--- config.mk ---
export PLATFORM = sky130hd
export DESIGN_NAME = stepper_step_pulse_generator
export DESIGN_NICKNAME = d
export VERILOG_FILES = /design/src/hw/rtl/sspg_pkg.sv /design/src/hw/rtl/stepper_step_pulse_generator.sv
export SDC_FILE = /design/constraint.sdc
export NUM_CORES = 1
export LEC_CHECK = 0
export BUFFER_PORTS_ARGS = -buffer_cell sky130_fd_sc_hd__buf_2
export CORE_ASPECT_RATIO = 1.75
export CORE_MARGIN = 2
export CORE_UTILIZATION = 41
export CTS_CLUSTER_SIZE = 14
export DETAILED_ROUTE_END_ITERATION = 10
export GPL_TIMING_DRIVEN = 0
export PLACE_DENSITY_LB_ADDON = 0.08
export SLEW_MARGIN = 15
export SYNTH_ARGS = -nofsm -noshare
export SYNTH_HDL_FRONTEND = slang
export SYNTH_SLANG_ARGS = --single-unit
--- constraint.sdc ---
create_clock -name clock -period 17.1 [get_ports clock]
set_input_delay 3.42 -clock clock [delete_from_list [all_inputs] [get_ports clock]]
set_output_delay 3.42 -clock clock [all_outputs]
set_load 0.03 [all_outputs]
--- src/hw/rtl/sspg_pkg.sv ---
// -----------------------------------------------------------------------------
// sspg_pkg
// shared types and constants of the stepper step pulse generator
// -----------------------------------------------------------------------------
package sspg_pkg;

   localparam int POSITION_BITS  = 48;
   localparam int SPEED_BITS     = 17;
   localparam int MAG_BITS       = 16;
   localparam int HELD_BITS      = 18;
   localparam int COUNT_BITS     = 20;
   localparam int CSR_DATA_BITS  = 20;
   localparam int CSR_INDEX_BITS = 1;

   // restoring divider: one quotient bit per step
   localparam int DIV_STEPS      = COUNT_BITS;
   localparam int DIV_CNT_BITS   = $clog2(DIV_STEPS);
   localparam logic [DIV_CNT_BITS-1:0] DIV_LAST = DIV_CNT_BITS'(DIV_STEPS - 1);

   localparam logic [COUNT_BITS-1:0] MICROS_PER_SEC = 20'd1000000;

   localparam logic [MAG_BITS-1:0]   MAX_SPEED_RESET   = 16'd1000;
   localparam logic [COUNT_BITS-1:0] TICK_PERIOD_RESET = 20'd500;

   localparam logic signed [POSITION_BITS-1:0] POS_MAX = {1'b0, {(POSITION_BITS-1){1'b1}}};
   localparam logic signed [POSITION_BITS-1:0] POS_MIN = {1'b1, {(POSITION_BITS-1){1'b0}}};

   typedef enum logic [CSR_INDEX_BITS-1:0] {
      REG_MAX_SPEED   = 1'b0,
      REG_TICK_PERIOD = 1'b1
   } sspg_reg_type;

   typedef enum logic [3:0] {
      ST_IDLE   = 4'b0001,
      ST_DIV_A  = 4'b0010,
      ST_DIV_B  = 4'b0100,
      ST_UPDATE = 4'b1000
   } sspg_state_type;

endpackage

--- src/hw/rtl/stepper_step_pulse_generator.sv ---
// -----------------------------------------------------------------------------
// stepper_step_pulse_generator: step/direction pulse generator, one motor
// a tick with unchanged speed: ST_UPDATE registers the word once the result register is free
// a nonzero speed change: two 20-step divider passes first; no new tick is taken until idle
// synchronous active-high reset: control and config registers to defaults, channels empty
// -----------------------------------------------------------------------------
module stepper_step_pulse_generator (
   input  logic                                     clock,
   input  logic                                     reset,
   // tick input channel
   input  logic                                     req_valid,
   output logic                                     req_ready,
   input  logic signed [sspg_pkg::SPEED_BITS-1:0]   req_speed,
   input  logic                                     req_enable,
   // result channel
   output logic                                     rsp_valid,
   input  logic                                     rsp_ready,
   output logic                                     rsp_step_level,
   output logic                                     rsp_direction,
   output logic signed [sspg_pkg::POSITION_BITS-1:0] rsp_position,
   output logic                                     rsp_awake,
   // register write channel
   input  logic                                     csr_valid,
   output logic                                     csr_ready,
   input  logic [sspg_pkg::CSR_INDEX_BITS-1:0]      csr_index,
   input  logic [sspg_pkg::CSR_DATA_BITS-1:0]       csr_wdata
);

   // sequencer
   sspg_pkg::sspg_state_type state_ff, state_in;

   // configuration registers
   logic [sspg_pkg::MAG_BITS-1:0]   max_speed_ff, max_speed_in;
   logic [sspg_pkg::COUNT_BITS-1:0] tick_us_ff, tick_us_in;

   // motor state
   logic signed [sspg_pkg::HELD_BITS-1:0]     held_speed_ff, held_speed_in;
   logic [sspg_pkg::COUNT_BITS-1:0]           tick_ff, tick_in;
   logic [sspg_pkg::COUNT_BITS-1:0]           period_ff, period_in;
   logic                                      dir_ff, dir_in;
   logic                                      pulse_ff, pulse_in;
   logic signed [sspg_pkg::POSITION_BITS-1:0] pos_ff, pos_in;
   logic                                      prev_en_ff, prev_en_in;
   logic                                      en_ff, en_in;

   // shared restoring divider
   logic [sspg_pkg::COUNT_BITS-1:0]   rem_ff, rem_in;
   logic [sspg_pkg::COUNT_BITS-1:0]   quo_ff, quo_in;
   logic [sspg_pkg::COUNT_BITS-1:0]   dsr_ff, dsr_in;
   logic [sspg_pkg::DIV_CNT_BITS-1:0] cnt_ff, cnt_in;

   // result register
   logic                                      rsp_valid_ff, rsp_valid_in;
   logic                                      rsp_step_ff, rsp_step_in;
   logic                                      rsp_dir_ff, rsp_dir_in;
   logic signed [sspg_pkg::POSITION_BITS-1:0] rsp_pos_ff, rsp_pos_in;
   logic                                      rsp_awake_ff, rsp_awake_in;

   // speed limiting on the incoming word
   logic                                  spd_neg;
   logic [sspg_pkg::SPEED_BITS-1:0]       spd_mag;
   logic [sspg_pkg::MAG_BITS-1:0]         lim_mag;
   logic signed [sspg_pkg::HELD_BITS-1:0] lim_speed;

   // divider step
   logic [sspg_pkg::COUNT_BITS:0]   div_shift;
   logic [sspg_pkg::COUNT_BITS:0]   div_diff;
   logic                            div_ge;
   logic [sspg_pkg::COUNT_BITS-1:0] div_rem;
   logic [sspg_pkg::COUNT_BITS-1:0] div_quo;
   logic                            div_last;

   // tick counter
   logic [sspg_pkg::COUNT_BITS-1:0] cnt_base;
   logic [sspg_pkg::COUNT_BITS:0]   cnt_inc;
   logic [sspg_pkg::COUNT_BITS-1:0] cnt_new;
   logic                            moving;
   logic                            out_free;

   assign req_ready      = (state_ff == sspg_pkg::ST_IDLE);
   assign csr_ready      = 1'b1;
   assign rsp_valid      = rsp_valid_ff;
   assign rsp_step_level = rsp_step_ff;
   assign rsp_direction  = rsp_dir_ff;
   assign rsp_position   = rsp_pos_ff;
   assign rsp_awake      = rsp_awake_ff;

   // magnitude clamp, both signs; -0 folds into 0
   always_comb begin
      spd_neg   = req_speed[sspg_pkg::SPEED_BITS-1];
      spd_mag   = spd_neg ? (sspg_pkg::SPEED_BITS'(0) - $unsigned(req_speed))
                          : $unsigned(req_speed);
      lim_mag   = (spd_mag > {1'b0, max_speed_ff}) ? max_speed_ff
                                                   : spd_mag[sspg_pkg::MAG_BITS-1:0];
      lim_speed = spd_neg ? -$signed({2'b00, lim_mag}) : $signed({2'b00, lim_mag});
   end

   // one restoring step: dividend bits shift out of quo, quotient bits shift in
   always_comb begin
      div_shift = {rem_ff, quo_ff[sspg_pkg::COUNT_BITS-1]};
      div_diff  = div_shift - {1'b0, dsr_ff};
      div_ge    = (div_shift >= {1'b0, dsr_ff});
      div_rem   = div_ge ? div_diff[sspg_pkg::COUNT_BITS-1:0]
                         : div_shift[sspg_pkg::COUNT_BITS-1:0];
      div_quo   = {quo_ff[sspg_pkg::COUNT_BITS-2:0], div_ge};
      div_last  = (cnt_ff == sspg_pkg::DIV_LAST);
   end

   // tick counter: rising enable restarts it, wraps once it passes the period
   always_comb begin
      cnt_base = (en_ff && !prev_en_ff) ? '0 : tick_ff;
      cnt_inc  = {1'b0, cnt_base} + 21'd1;
      cnt_new  = (cnt_inc > {1'b0, period_ff}) ? '0 : cnt_inc[sspg_pkg::COUNT_BITS-1:0];
      moving   = en_ff && (held_speed_ff != '0);
      out_free = !rsp_valid_ff || rsp_ready;
   end

   always_comb begin
      state_in      = state_ff;
      max_speed_in  = max_speed_ff;
      tick_us_in    = tick_us_ff;
      held_speed_in = held_speed_ff;
      tick_in       = tick_ff;
      period_in     = period_ff;
      dir_in        = dir_ff;
      pulse_in      = pulse_ff;
      pos_in        = pos_ff;
      prev_en_in    = prev_en_ff;
      en_in         = en_ff;
      rem_in        = rem_ff;
      quo_in        = quo_ff;
      dsr_in        = dsr_ff;
      cnt_in        = cnt_ff;
      rsp_valid_in  = rsp_valid_ff && !rsp_ready;
      rsp_step_in   = rsp_step_ff;
      rsp_dir_in    = rsp_dir_ff;
      rsp_pos_in    = rsp_pos_ff;
      rsp_awake_in  = rsp_awake_ff;

      // the user must write registers only while idle; the block itself does not enforce this
      if (csr_valid) begin
         case (csr_index)
            sspg_pkg::REG_MAX_SPEED:   max_speed_in = csr_wdata[sspg_pkg::MAG_BITS-1:0];
            sspg_pkg::REG_TICK_PERIOD: tick_us_in   = csr_wdata;
            default: ;
         endcase
      end

      case (state_ff)
         sspg_pkg::ST_IDLE: begin
            if (req_valid) begin
               en_in    = req_enable;
               state_in = sspg_pkg::ST_UPDATE;
               if (lim_speed != held_speed_ff) begin
                  held_speed_in = lim_speed;
                  if (lim_mag != '0) begin
                     // new speed: period = (1e6 / |speed|) / tick_us, two passes
                     dir_in   = !spd_neg;
                     rem_in   = '0;
                     quo_in   = sspg_pkg::MICROS_PER_SEC;
                     dsr_in   = {4'b0000, lim_mag};
                     cnt_in   = '0;
                     state_in = sspg_pkg::ST_DIV_A;
                  end
               end
            end
         end
         sspg_pkg::ST_DIV_A: begin
            rem_in = div_rem;
            quo_in = div_quo;
            cnt_in = cnt_ff + sspg_pkg::DIV_CNT_BITS'(1);
            if (div_last) begin
               // second pass divides the first quotient by the tick period
               rem_in   = '0;
               dsr_in   = (tick_us_ff == '0) ? 20'd1 : tick_us_ff;
               cnt_in   = '0;
               state_in = sspg_pkg::ST_DIV_B;
            end
         end
         sspg_pkg::ST_DIV_B: begin
            rem_in = div_rem;
            quo_in = div_quo;
            cnt_in = cnt_ff + sspg_pkg::DIV_CNT_BITS'(1);
            if (div_last) begin
               period_in = div_quo;
               state_in  = sspg_pkg::ST_UPDATE;
            end
         end
         sspg_pkg::ST_UPDATE: begin
            // waits only while the previous word still sits in the result register
            if (out_free) begin
               prev_en_in = en_ff;
               tick_in    = moving ? cnt_new : cnt_base;
               if (moving && (cnt_new == '0)) begin
                  pulse_in = 1'b1;
                  if (dir_ff) begin
                     pos_in = (pos_ff != sspg_pkg::POS_MAX)
                              ? pos_ff + sspg_pkg::POSITION_BITS'(1) : pos_ff;
                  end else begin
                     pos_in = (pos_ff != sspg_pkg::POS_MIN)
                              ? pos_ff - sspg_pkg::POSITION_BITS'(1) : pos_ff;
                  end
               end else if (moving && (cnt_new == 20'd1)) begin
                  pulse_in = 1'b0;
               end
               rsp_valid_in = 1'b1;
               rsp_step_in  = pulse_in;
               rsp_dir_in   = dir_ff;
               rsp_pos_in   = pos_in;
               rsp_awake_in = en_ff;
               state_in     = sspg_pkg::ST_IDLE;
            end
         end
         default: state_in = sspg_pkg::ST_IDLE;
      endcase
   end

   always_ff @(posedge clock) begin
      if (reset) begin
         state_ff      <= sspg_pkg::ST_IDLE;
         max_speed_ff  <= sspg_pkg::MAX_SPEED_RESET;
         tick_us_ff    <= sspg_pkg::TICK_PERIOD_RESET;
         held_speed_ff <= '0;
         tick_ff       <= '0;
         period_ff     <= '0;
         dir_ff        <= 1'b0;
         pulse_ff      <= 1'b0;
         pos_ff        <= '0;
         prev_en_ff    <= 1'b0;
         rsp_valid_ff  <= 1'b0;
      end else begin
         state_ff      <= state_in;
         max_speed_ff  <= max_speed_in;
         tick_us_ff    <= tick_us_in;
         held_speed_ff <= held_speed_in;
         tick_ff       <= tick_in;
         period_ff     <= period_in;
         dir_ff        <= dir_in;
         pulse_ff      <= pulse_in;
         pos_ff        <= pos_in;
         prev_en_ff    <= prev_en_in;
         rsp_valid_ff  <= rsp_valid_in;
      end
   end

   // payload and divider datapath, no reset
   always_ff @(posedge clock) begin
      en_ff        <= en_in;
      rem_ff       <= rem_in;
      quo_ff       <= quo_in;
      dsr_ff       <= dsr_in;
      cnt_ff       <= cnt_in;
      rsp_step_ff  <= rsp_step_in;
      rsp_dir_ff   <= rsp_dir_in;
      rsp_pos_ff   <= rsp_pos_in;
      rsp_awake_ff <= rsp_awake_in;
   end

endmodule

# Yosys cells after proc, flatten, opt, wreduce, memory -nomap -nowiden
# Index checks and enable logic that the tools add are counted.
[totals] register_bits=267 inputBits=44 output_inout_bits=54 elab_cells=117
[classes] addsub=7 order_cmp=3 n_eq_ne=15 n_mux=42 bitwise_logic=1 n_reduce_logical=29
[ops] op="2-to-1 mux 20 bit" count=16
[ops] op="2-to-1 mux 48 bit" count=4
[ops] op="inequality test 48 bit (second input constant)" count=2
[ops] op="one-hot mux 20 bit (2 select lines)" count=2
[ops] op="one-hot mux 20 bit (3 select lines)" count=1
[ops] op="adder 48 x 2 -> 48 bit (second input constant)" count=1
[ops] op="subtractor 48 x 2 -> 48 bit (second input constant)" count=1
[ops] op="logical NOT 20 bit" count=2
[ops] op="2-to-1 mux 4 bit" count=6
[ops] op="adder 20 x 1 -> 21 bit (second input constant)" count=1
[ops] op="greater-or-equal comparator 21 x 20 -> 1 bit" count=1
[ops] op="greater-than comparator 21 x 20 -> 1 bit" count=1
[ops] op="equality test 20 x 1 -> 1 bit (second input constant)" count=1
[ops] op="2-to-1 mux 5 bit" count=4
[ops] op="subtractor 20 bit" count=1
[ops] op="2-to-1 mux 18 bit" count=1
[ops] op="inequality test 18 bit" count=1
[ops] op="negator 16 -> 18 bit" count=1
[ops] op="nonzero test 18 bit" count=1
[ops] op="greater-than comparator 17 x 16 -> 1 bit" count=1
[ops] op="2-to-1 mux 17 bit" count=1
[ops] op="subtractor 1 x 17 -> 17 bit (first input constant)" count=1
[ops] op="2-to-1 mux 16 bit" count=1
[ops] op="one-hot mux 4 bit (4 select lines)" count=1
[ops] op="other kinds (22)" count=44

# Logic depth before layout (Yosys ltp)
# Gate-level depths: netlist of run 1.
[depth] word_depth=10 mapped_depth=32 depth_no_buf=26

# Worst setup path after synthesis of run 1
# OpenSTA, ideal clock, no wires.
[synth_timing] path_type="in2reg" startpoint="input req_speed[0] (netlist name)" endpoint="register dsr_ff[0] (netlist name) (enable)" setup_time_ns=0.513 arrival_ns=10.832 t_required_ns=16.587 slack_ns=5.755 path_stages=30 n_path_buf=4 path_cell_list="inv_1 > ha_1 > or4b_1 > buf_2 > o41ai_2 > xor2_1 > inv_1 > ha_1 > nand4_1 > or4_1 > or2_2 > o31a_1 > nor2_1 > buf_2 > buf_2 > a21boi_0 > ha_1 > clkbuf_1 > nor2b_1 > xnor2_1 > nor2_1 > or4_1 > a21oi_1 > o211ai_1 > a222oi_1 > o2111ai_1 > nor4_1 > nand3_1 > o311ai_2 > o21ai_0"
[synth_between] elab_chain_len=9 word_cells_on_any_way=11 classes_between="add/sub (2); order compare (1); eq/ne (3); mux (3); reduce/logical (2)"
[synth_lines] element="start: declaration" line="stepper_step_pulse_generator.sv:13" source="input logic signed [sspg_pkg::SPEED_BITS-1:0] req_speed,"
[synth_lines] element="subtractor 1 x 17 -> 17 bit" line="stepper_step_pulse_generator.sv:91" source="spd_mag = spd_neg ? (sspg_pkg::SPEED_BITS'(0) - $unsigned(req_speed))"
[synth_lines] element="2-to-1 mux 17 bit *" line="stepper_step_pulse_generator.sv:91"
[synth_lines] element="greater-than comparator 17 x 16 -> 1 bit" line="stepper_step_pulse_generator.sv:93" source="lim_mag = (spd_mag > {1'b0, max_speed_ff}) ? max_speed_ff"
[synth_lines] element="2-to-1 mux 16 bit *" line="stepper_step_pulse_generator.sv:93"
[synth_lines] element="negator 16 -> 18 bit" line="stepper_step_pulse_generator.sv:95" source="lim_speed = spd_neg ? -$signed({2'b00, lim_mag}) : $signed({2'b00, lim_mag});"
[synth_lines] element="2-to-1 mux 18 bit" line="stepper_step_pulse_generator.sv:95"
[synth_lines] element="inequality test 18 bit" line="stepper_step_pulse_generator.sv:154" source="if (lim_speed != held_speed_ff) begin"
[synth_lines] element="inequality test 2 x 1 -> 1 bit (no line)"
[synth_lines] element="AND reduction 5 bit (no line) *"
[synth_lines] element="end signal: assignment" line="stepper_step_pulse_generator.sv:251" source="dsr_ff <= dsr_in;"
[synth_lines] element="end: declaration" line="stepper_step_pulse_generator.sv:49" source="logic [sspg_pkg::COUNT_BITS-1:0] dsr_ff, dsr_in;"
# Mark *: on every way between the ends. The rest lies on a longest branch, timed or not.
# A chain may end at the register's enable or synchronous reset.

# Final worst setup path of run 1
[layout_timing] startpoint="input req_speed[16] (netlist name)" endpoint="register rem_ff[11] (netlist name) (enable)"
[layout_between] elab_chain_len=9 word_cells_on_any_way=11 classes_between="add/sub (2); order compare (1); eq/ne (3); mux (3); reduce/logical (2)"
[layout_lines] element="subtractor 1 x 17 -> 17 bit" line="stepper_step_pulse_generator.sv:91"
[layout_lines] element="2-to-1 mux 17 bit" line="stepper_step_pulse_generator.sv:91"
[layout_lines] element="greater-than comparator 17 x 16 -> 1 bit" line="stepper_step_pulse_generator.sv:93"
[layout_lines] element="2-to-1 mux 16 bit" line="stepper_step_pulse_generator.sv:93"
[layout_lines] element="negator 16 -> 18 bit" line="stepper_step_pulse_generator.sv:95"
[layout_lines] element="2-to-1 mux 18 bit" line="stepper_step_pulse_generator.sv:95"
[layout_lines] element="inequality test 18 bit" line="stepper_step_pulse_generator.sv:154"
[layout_lines] element="inequality test 2 x 1 -> 1 bit (no line)"
[layout_lines] element="AND reduction 4 bit (no line) *"
[layout_lines] element="end signal: assignment" line="stepper_step_pulse_generator.sv:249" source="rem_ff <= rem_in;"
[layout_lines] element="end: declaration" line="stepper_step_pulse_generator.sv:47" source="logic [sspg_pkg::COUNT_BITS-1:0] rem_ff, rem_in;"
# Marks and branches as above.

==> results of run 1 <==
## worst reg2reg max path, cell delays in order, from the launching register on
cell	delay, ns
dfxtp_1	0.60
inv_1	0.19
ha_1	0.36
nand4_1	0.15
or4_1	0.58
or2_2	0.34
o31a_1	0.21
nor2_1	0.26
buf_2	0.34
buf_2	0.30
a21boi_0	0.20
ha_1	0.23
clkbuf_1	0.22
nor2b_1	0.49
xnor2_1	0.20
nor2_1	0.06
or4_1	0.52
a21oi_1	0.13
o211ai_1	0.12
a222oi_1	0.53
o2111ai_1	0.19
nor4_1	0.32
nand3_1	0.45
o311ai_2	0.63
nand2_1	0.81
## final cells by class
type	instances	area share, %
Buffer	114	2.44
Clock inverter	18	1.39
Timing Repair Buffer	98	2.78
Inverter	91	1.83
Multi-Input combinational cell	1479	49.3
Sequential cell	267	34.9
Tap cell	495	3.32
Clock buffer	34	4.04
## layout by cell type, fill, tap and decap left out, types with 21 or more instances in the layout
cell / instances
nand2_1: 246
nor2_1: 210
dfxtp_1: 150
a21oi_1: 133
edfxtp_1: 117
clkbuf_1: 102
buf_2: 100
inv_1: 91
o21ai_0: 84
xnor2_1: 71
xor2_1: 66
ha_1: 63
nand3_1: 54
nor3_1: 51
nor4_1: 39
or3_1: 37
nor2b_1: 35
mux2i_1: 34
clkbuf_16: 29
nand4_1: 27
a22oi_1: 23
a31oi_1: 22
or4_1: 21
and3_1: 21
## registers in the layout (all words and copies together) (netlist names), 4 cells and up
signal and cells:
cnt_ff 5, dsr_ff 20, held_speed_ff 18, max_speed_ff 16, period_ff 20, pos_ff 48, quo_ff 20, rem_ff 20
rsp_position 48, state_ff 4, tick_ff 20, tick_us_ff 20
## where the power goes
part           leakage (nW)  switching [mW]  internal, mW
registers              2.30          0.0436         0.761
logic                  4.32           0.501         0.283
clock network         0.492           0.277         0.394
total                  7.11           0.822          1.44
## final timing paths
| kind | from | end | slack, ns | cells past startpoint |
|---|---|---|---|---|
| worst max-delay path | req_speed[16] | rem_ff[11] | 3.14 | 30 |
| worst min-delay path | period_ff[10] | period_ff[10] | 0.46 | 2 |
| worst max register to register | max_speed_ff[12] | rem_ff[11] | 8.13 | 24 |
| worst min register to register | period_ff[10] | period_ff[10] | 0.46 | 2 |
## metrics by stage
stage	worst slack (ns)	power, mW
after floorplan	5.76	1.36
after global placement	2.49	1.59
after detailed placement	2.76	1.60
after CTS	3.37	2.27
after global routing	2.69	2.38
final	3.14	2.26
## kinds of logic after synthesis
kind of cell	Yosys count	share of synthesized area [%]
flip-flops	267	39.6
buffers and inverters	205	4.81
other	1	0.0228
XOR/XNOR	137	7.28
AO/OA/AOI/OAI	405	16.1
AND/OR/NAND/NOR	829	24.4
multiplexers	43	2.95
adder cells (fa/ha/maj)	64	4.91
## layer usage
layer / global-route usage (%) / part of all wire (%) / wire (µm)
met1: 25.4 / 36 / 19200
met2: 49.6 / 55 / 29600
met3: 2.70 / 4.0 / 2180
met4: 13.1 / 5.6 / 3020
met5: 0 / 0.030 / 16
==> results_dict.tcl, run 1 <==
set metrics [dict create \
    status "complete, no violations" \
    placed_area_um2 17600 \
    synth.area.top_cells "edfxtp_1, dfxtp_1, nand2_1" \
    setup.worst_path.class "in2reg" \
    cp_top_family "buffers and inverters" \
    async_reset_ff_share_pct 0 \
    gp_congestion 0.983 \
    insertion_delay_ns 0.59 \
    yosys.area.top_type "edfxtp_1" \
    synth_edf_count 117 \
    critPathRequiredTime_ns 17.17 \
    min_period_ns 13.96 \
    start_kind "primary input" \
    nets 2187 \
    synth.distinct_cells 84 \
    whs_ns 0.456 \
    netlist.area_leader.share_pct 21.3 \
    drc 0 \
    fin_setup_tns_ns 0 \
    htree_levels 1 \
    pin_count 98 \
    multi_input_area_um2 9190 \
    finalSetupViolations 0 \
    synth_common_cells "nand2_1, nor2_1, dfxtp_1, a21oi_1, edfxtp_1" \
    cts_tree "built" \
    cts_buffers 28 \
    dieHeight_um 269 \
    via_count 14917 \
    cts.root.buffer_cell "clkbuf_16" \
    start_util_pct 41.4 \
    peakVddDrop_mv 0.0774 \
    synth-seq-cells 267 \
    viasPerCell 5.75 \
    drt_iter0_markers 852 \
    holdBufCountCts 0 \
    fin_worst_skew_ns 0.0273 \
    antenna_found_initial 3 \
    synthesis.nets 2059 \
    ctsResizeCount 0 \
    end_kind "register" \
    ys_warn_count 0 \
    grt_max_degree 57 \
    num_rows 97 \
    synth_most_common_cell "nand2_1" \
    ys_seq_area_share_pct 39.6 \
    cap_viol_max_count 0 \
    path_common_cell "clkbuf_1" \
    syn2layout_area_growth_pct 13.2 \
    insertedDiodeCount 0 \
    dieWidth_um 156 \
    core_um2 39800 \
    period_share_pct 81.6 \
    avgSynthCellArea_um2 8.44 \
    dr.pass1.iters 7 \
    post_cts_buffers 0 \
    wl_per_cell_um 20.8 \
    rsz0062_at_grt "no" \
    regArea_um2 6520 \
    grt_use_total_pct 25.2 \
    worstPathArrival_ns 14.03 \
    crit_fanout 25 \
    p_leak_nw 7.11 \
    worstMarginPinSlew_ns 1.14 \
    fillers 4032 \
    dieArea_um2 41900 \
    clock-sinks 267 \
    grt_pass1_vias 14755 \
    grt_pass1_wl_um 82600 \
    crit_slowest_cell "nand2_1" \
    clockBufferDepth 3 \
    totalWireLength_um 54000 \
    synth_top_flop_cell "dfxtp_1" \
    cts.reportedPaths.clkPinSlew_ns 0.06 \
    dp_hpwl_um 42200 \
    antenna_left 0 \
    portBuffers 95 \
    final_core_util_pct 46.9 \
    drive_gt1_share_pct 9.76 \
    max_slew_margin_pct 24.1 \
    finalMaxSlewViolations 0 \
    path_buf_inv 9 \
    hold_viol_final 0 \
    fin_area_um2 18700 \
    placed_cells 2544 \
    hold_class "reg2reg" \
    syn-instance-count 1951 \
    fmax_ghz 0.0717 \
    finalNonFillerCells 2596 \
    power.density_nw_per_um2 121 \
    overflow 0 \
    critPathMaxStageDelay_ns 0.81 \
    synth_area_um2 16500 \
]
Note: power is estimated with default switching activity, not from simulation.
==> inputs of run 2 (changes only) <==
--- a/config.mk
+++ b/config.mk
@@ -5,6 +5,7 @@
 export SDC_FILE = /design/constraint.sdc
 export NUM_CORES = 1
 export LEC_CHECK = 0
+export ABC_AREA = 1
 export BUFFER_PORTS_ARGS = -buffer_cell sky130_fd_sc_hd__buf_2
 export CORE_ASPECT_RATIO = 1.75
 export CORE_MARGIN = 2
==> constraint.sdc (replaced) <==
create_clock -name clock -period 11.87 [get_ports clock]
set_input_delay 2.374 -clock clock [delete_from_list [all_inputs] [get_ports clock]]
set_output_delay 2.374 -clock clock [all_outputs]
set_load 0.03 [all_outputs]
==> run 2 against run 1 <==
Clock skew shrank 0.015 ns. Utilization down 0.63 points. Combinational power grew to 3.8 times the previous value. Cell count up 35%. Sequential cell count did not move. Clock power increased by 48%. Critical path type unchanged.
==> results_dict.tcl, run 2 <==
set metrics [dict create \
    clockBufferDepth 3 \
    finalMaxSlewViolations 0 \
    insertedDiodeCount 0 \
    path_buf_inv 7 \
    finalPower_mw 5.36 \
    start_kind "primary input" \
    final_cell_mix "nand2_1, inv_1, nor2_1" \
    cts.root.buffer_cell "clkbuf_16" \
    grt_use_total_pct 30.7 \
    yosys.area.top_type "edfxtp_1" \
    synth.area.top_cells "edfxtp_1, dfxtp_1, nand2_1" \
    drive_gt1_share_pct 9.36 \
    pin_count 98 \
    worstPathArrival_ns 8.27 \
    seqPwrFrac_pct 25.6 \
    holdBufCountCts 0 \
    viasPerCell 5.29 \
    clock-sinks 267 \
    max_slew_margin_pct 16.7 \
    syn2layout_area_growth_pct 12.0 \
    syn-instance-count 2780 \
    start_util_pct 41.3 \
    synth_edf_count 117 \
    hold_viol_final 0 \
    fin_area_um2 21200 \
    peakVddDrop_mv 0.160 \
    synth_area_um2 18900 \
    htree_levels 1 \
    via_count 18586 \
    async_reset_ff_share_pct 0 \
    rsz0062_at_grt "no" \
    grt_max_degree 41 \
    wl_per_cell_um 21.3 \
    grt_pass1_wl_um 111000 \
    drt_iter0_markers 927 \
    nets 3014 \
    placed_area_um2 20100 \
    cp_top_family "simple AND/OR/NAND/NOR gates" \
    critPathMaxStageDelay_ns 0.95 \
    crit_fanout 20 \
    synth-seq-cells 267 \
    dp_hpwl_um 62000 \
    critPathRequiredTime_ns 12.00 \
    gp_congestion 1.03 \
    fin_worst_skew_ns 0.0123 \
    min_period_ns 8.14 \
    finalSetupViolations 0 \
    power.switching_mw 2.60 \
    p_leak_nw 9.81 \
    path_common_cell "nand2_1" \
    cts_buffers 28 \
    core_um2 45800 \
    p_clk_share_pct 18.6 \
    dr.pass1.iters 6 \
    fmax_ghz 0.123 \
    power.density_nw_per_um2 253 \
    worstMarginPinSlew_ns 1.24 \
    drc 0 \
    cts.reportedPaths.clkPinSlew_ns 0.07 \
    power.internal_mw 2.75 \
    synth_most_common_cell "nand2_1" \
    whs_ns 0.453 \
    portBuffers 95 \
    hold_class "reg2reg" \
    overflow 0 \
    dieWidth_um 166 \
    synthesis.nets 2888 \
    cap_viol_max_count 0 \
    cts_tree "built" \
    fin_setup_tns_ns 0 \
    setup.worst_path.class "in2reg" \
    crit_slowest_cell "o21ai_0" \
    synth_top_flop_cell "dfxtp_1" \
    dieHeight_um 288 \
    totalWireLength_um 74800 \
    grt_pass1_vias 18848 \
    synth_common_cells "nand2_1, inv_1, nor2_1, nand3_1, a21oi_1" \
    period_share_pct 68.5 \
    dieArea_um2 47900 \
    netlist.area_leader.share_pct 18.6 \
    insertion_delay_ns 0.59 \
    avgSynthCellArea_um2 6.80 \
    ctsResizeCount 0 \
    antenna_found_initial 0 \
    num_rows 104 \
    ys_seq_area_share_pct 34.5 \
    sw_frac_of_total_pct 48.6 \
    antenna_left 0 \
    combPwrFrac_pct 55.8 \
    status "complete, no violations" \
    post_cts_buffers 0 \
    ys_warn_count 0 \
    synth.distinct_cells 53 \
    end_kind "register" \
    layout_commonest_cell "nand2_1" \
]
-- run 2: worst paths after layout --
| kind | end | slack, ns | start | depth (start not counted) |
|---|---|---|---|---|
| max reg2reg | rsp_position[2] | 5.78 | en_ff | 27 |
| min | rsp_direction | 0.45 | dir_ff | 0 |
| max | quo_ff[13] | 3.73 | req_speed[0] | 32 |
| min reg2reg | rsp_direction | 0.45 | dir_ff | 0 |
-- run 2: area by class of cell --
| cell class | count | area, µm² |
|---|---|---|
| inverters | 390 | 1460 |
| clock inverters | 18 | 244 |
| multi-input cells | 1996 | 10300 |
| repair buffers | 96 | 503 |
| plain buffers | 127 | 604 |
| flip-flops and latches | 267 | 6520 |
| clock buffers | 34 | 774 |
| well taps | 583 | 729 |
| fillers | 4887 | 24600 |
-- run 2: worst register-to-register path, cell delays in order, from the launching register on --
cell and delay [ns]:
edfxtp_1 0.50, inv_2 0.18, nor2_4 0.09, nor2_1 0.21
ha_1 0.24, nand2_1 0.08, nor2_2 0.21, nand3_1 0.16
nor2_1 0.18, nand3_1 0.16, nor2_1 0.28, nand4_1 0.15
xor2_1 0.15, inv_1 0.13, ha_1 0.34, nand2_1 0.07
nor2_1 0.20, nand4_1 0.13, o211ai_2 0.17, nand2_2 0.14
buf_6 0.18, o21ai_1 0.11, nand4_1 0.16, nor2_2 0.52
nand2_1 0.48, buf_2 0.35, nand2_1 0.10, nand2_1 0.13
-- run 2: routing by layer --
metal  track usage, %  vias up  share of wire [%]
met5                0        -                  0
met4             26.1        0                 10
met3             3.16      226                3.4
met2             62.9      537                 56
met1             25.7     8592                 31
li1                 -     9231                  -
-- run 2: power by group through the flow --
stage | clock (mW) | combinational, mW | sequential (mW)
after floorplan | 0 | 1.96 | 1.38
after global placement | 0 | 2.94 | 1.39
after detailed placement | 0 | 2.96 | 1.39
after CTS | 1.01 | 2.97 | 1.37
after global routing | 1.05 | 3.25 | 1.39
final | 0.996 | 2.99 | 1.37
-- run 2: cells by family (layout without fill, tap and decap cells) --
logic type	after synthesis	after routing	share of synthesized area, %
AO/OA/AOI/OAI	382	382	10.6
XOR/XNOR	134	134	6.21
adder cells (fa/ha/maj)	64	64	4.28
buffers and inverters	517	665	10.9
flip-flops	267	267	34.5
multiplexers	1	1	0.0530
other	1	1	0.0198
AND/OR/NAND/NOR	1414	1414	33.4
-- run 2: through the flow --
stage                     util [%]  cells  setup WS [ns]
final                         46.2   3511           3.73
after global routing          46.2   3511           3.44
after CTS                     46.2   3511           3.54
after detailed placement      44.0   3459           2.89
after global placement        43.9   3458           2.97
after floorplan                  -   2780           4.97
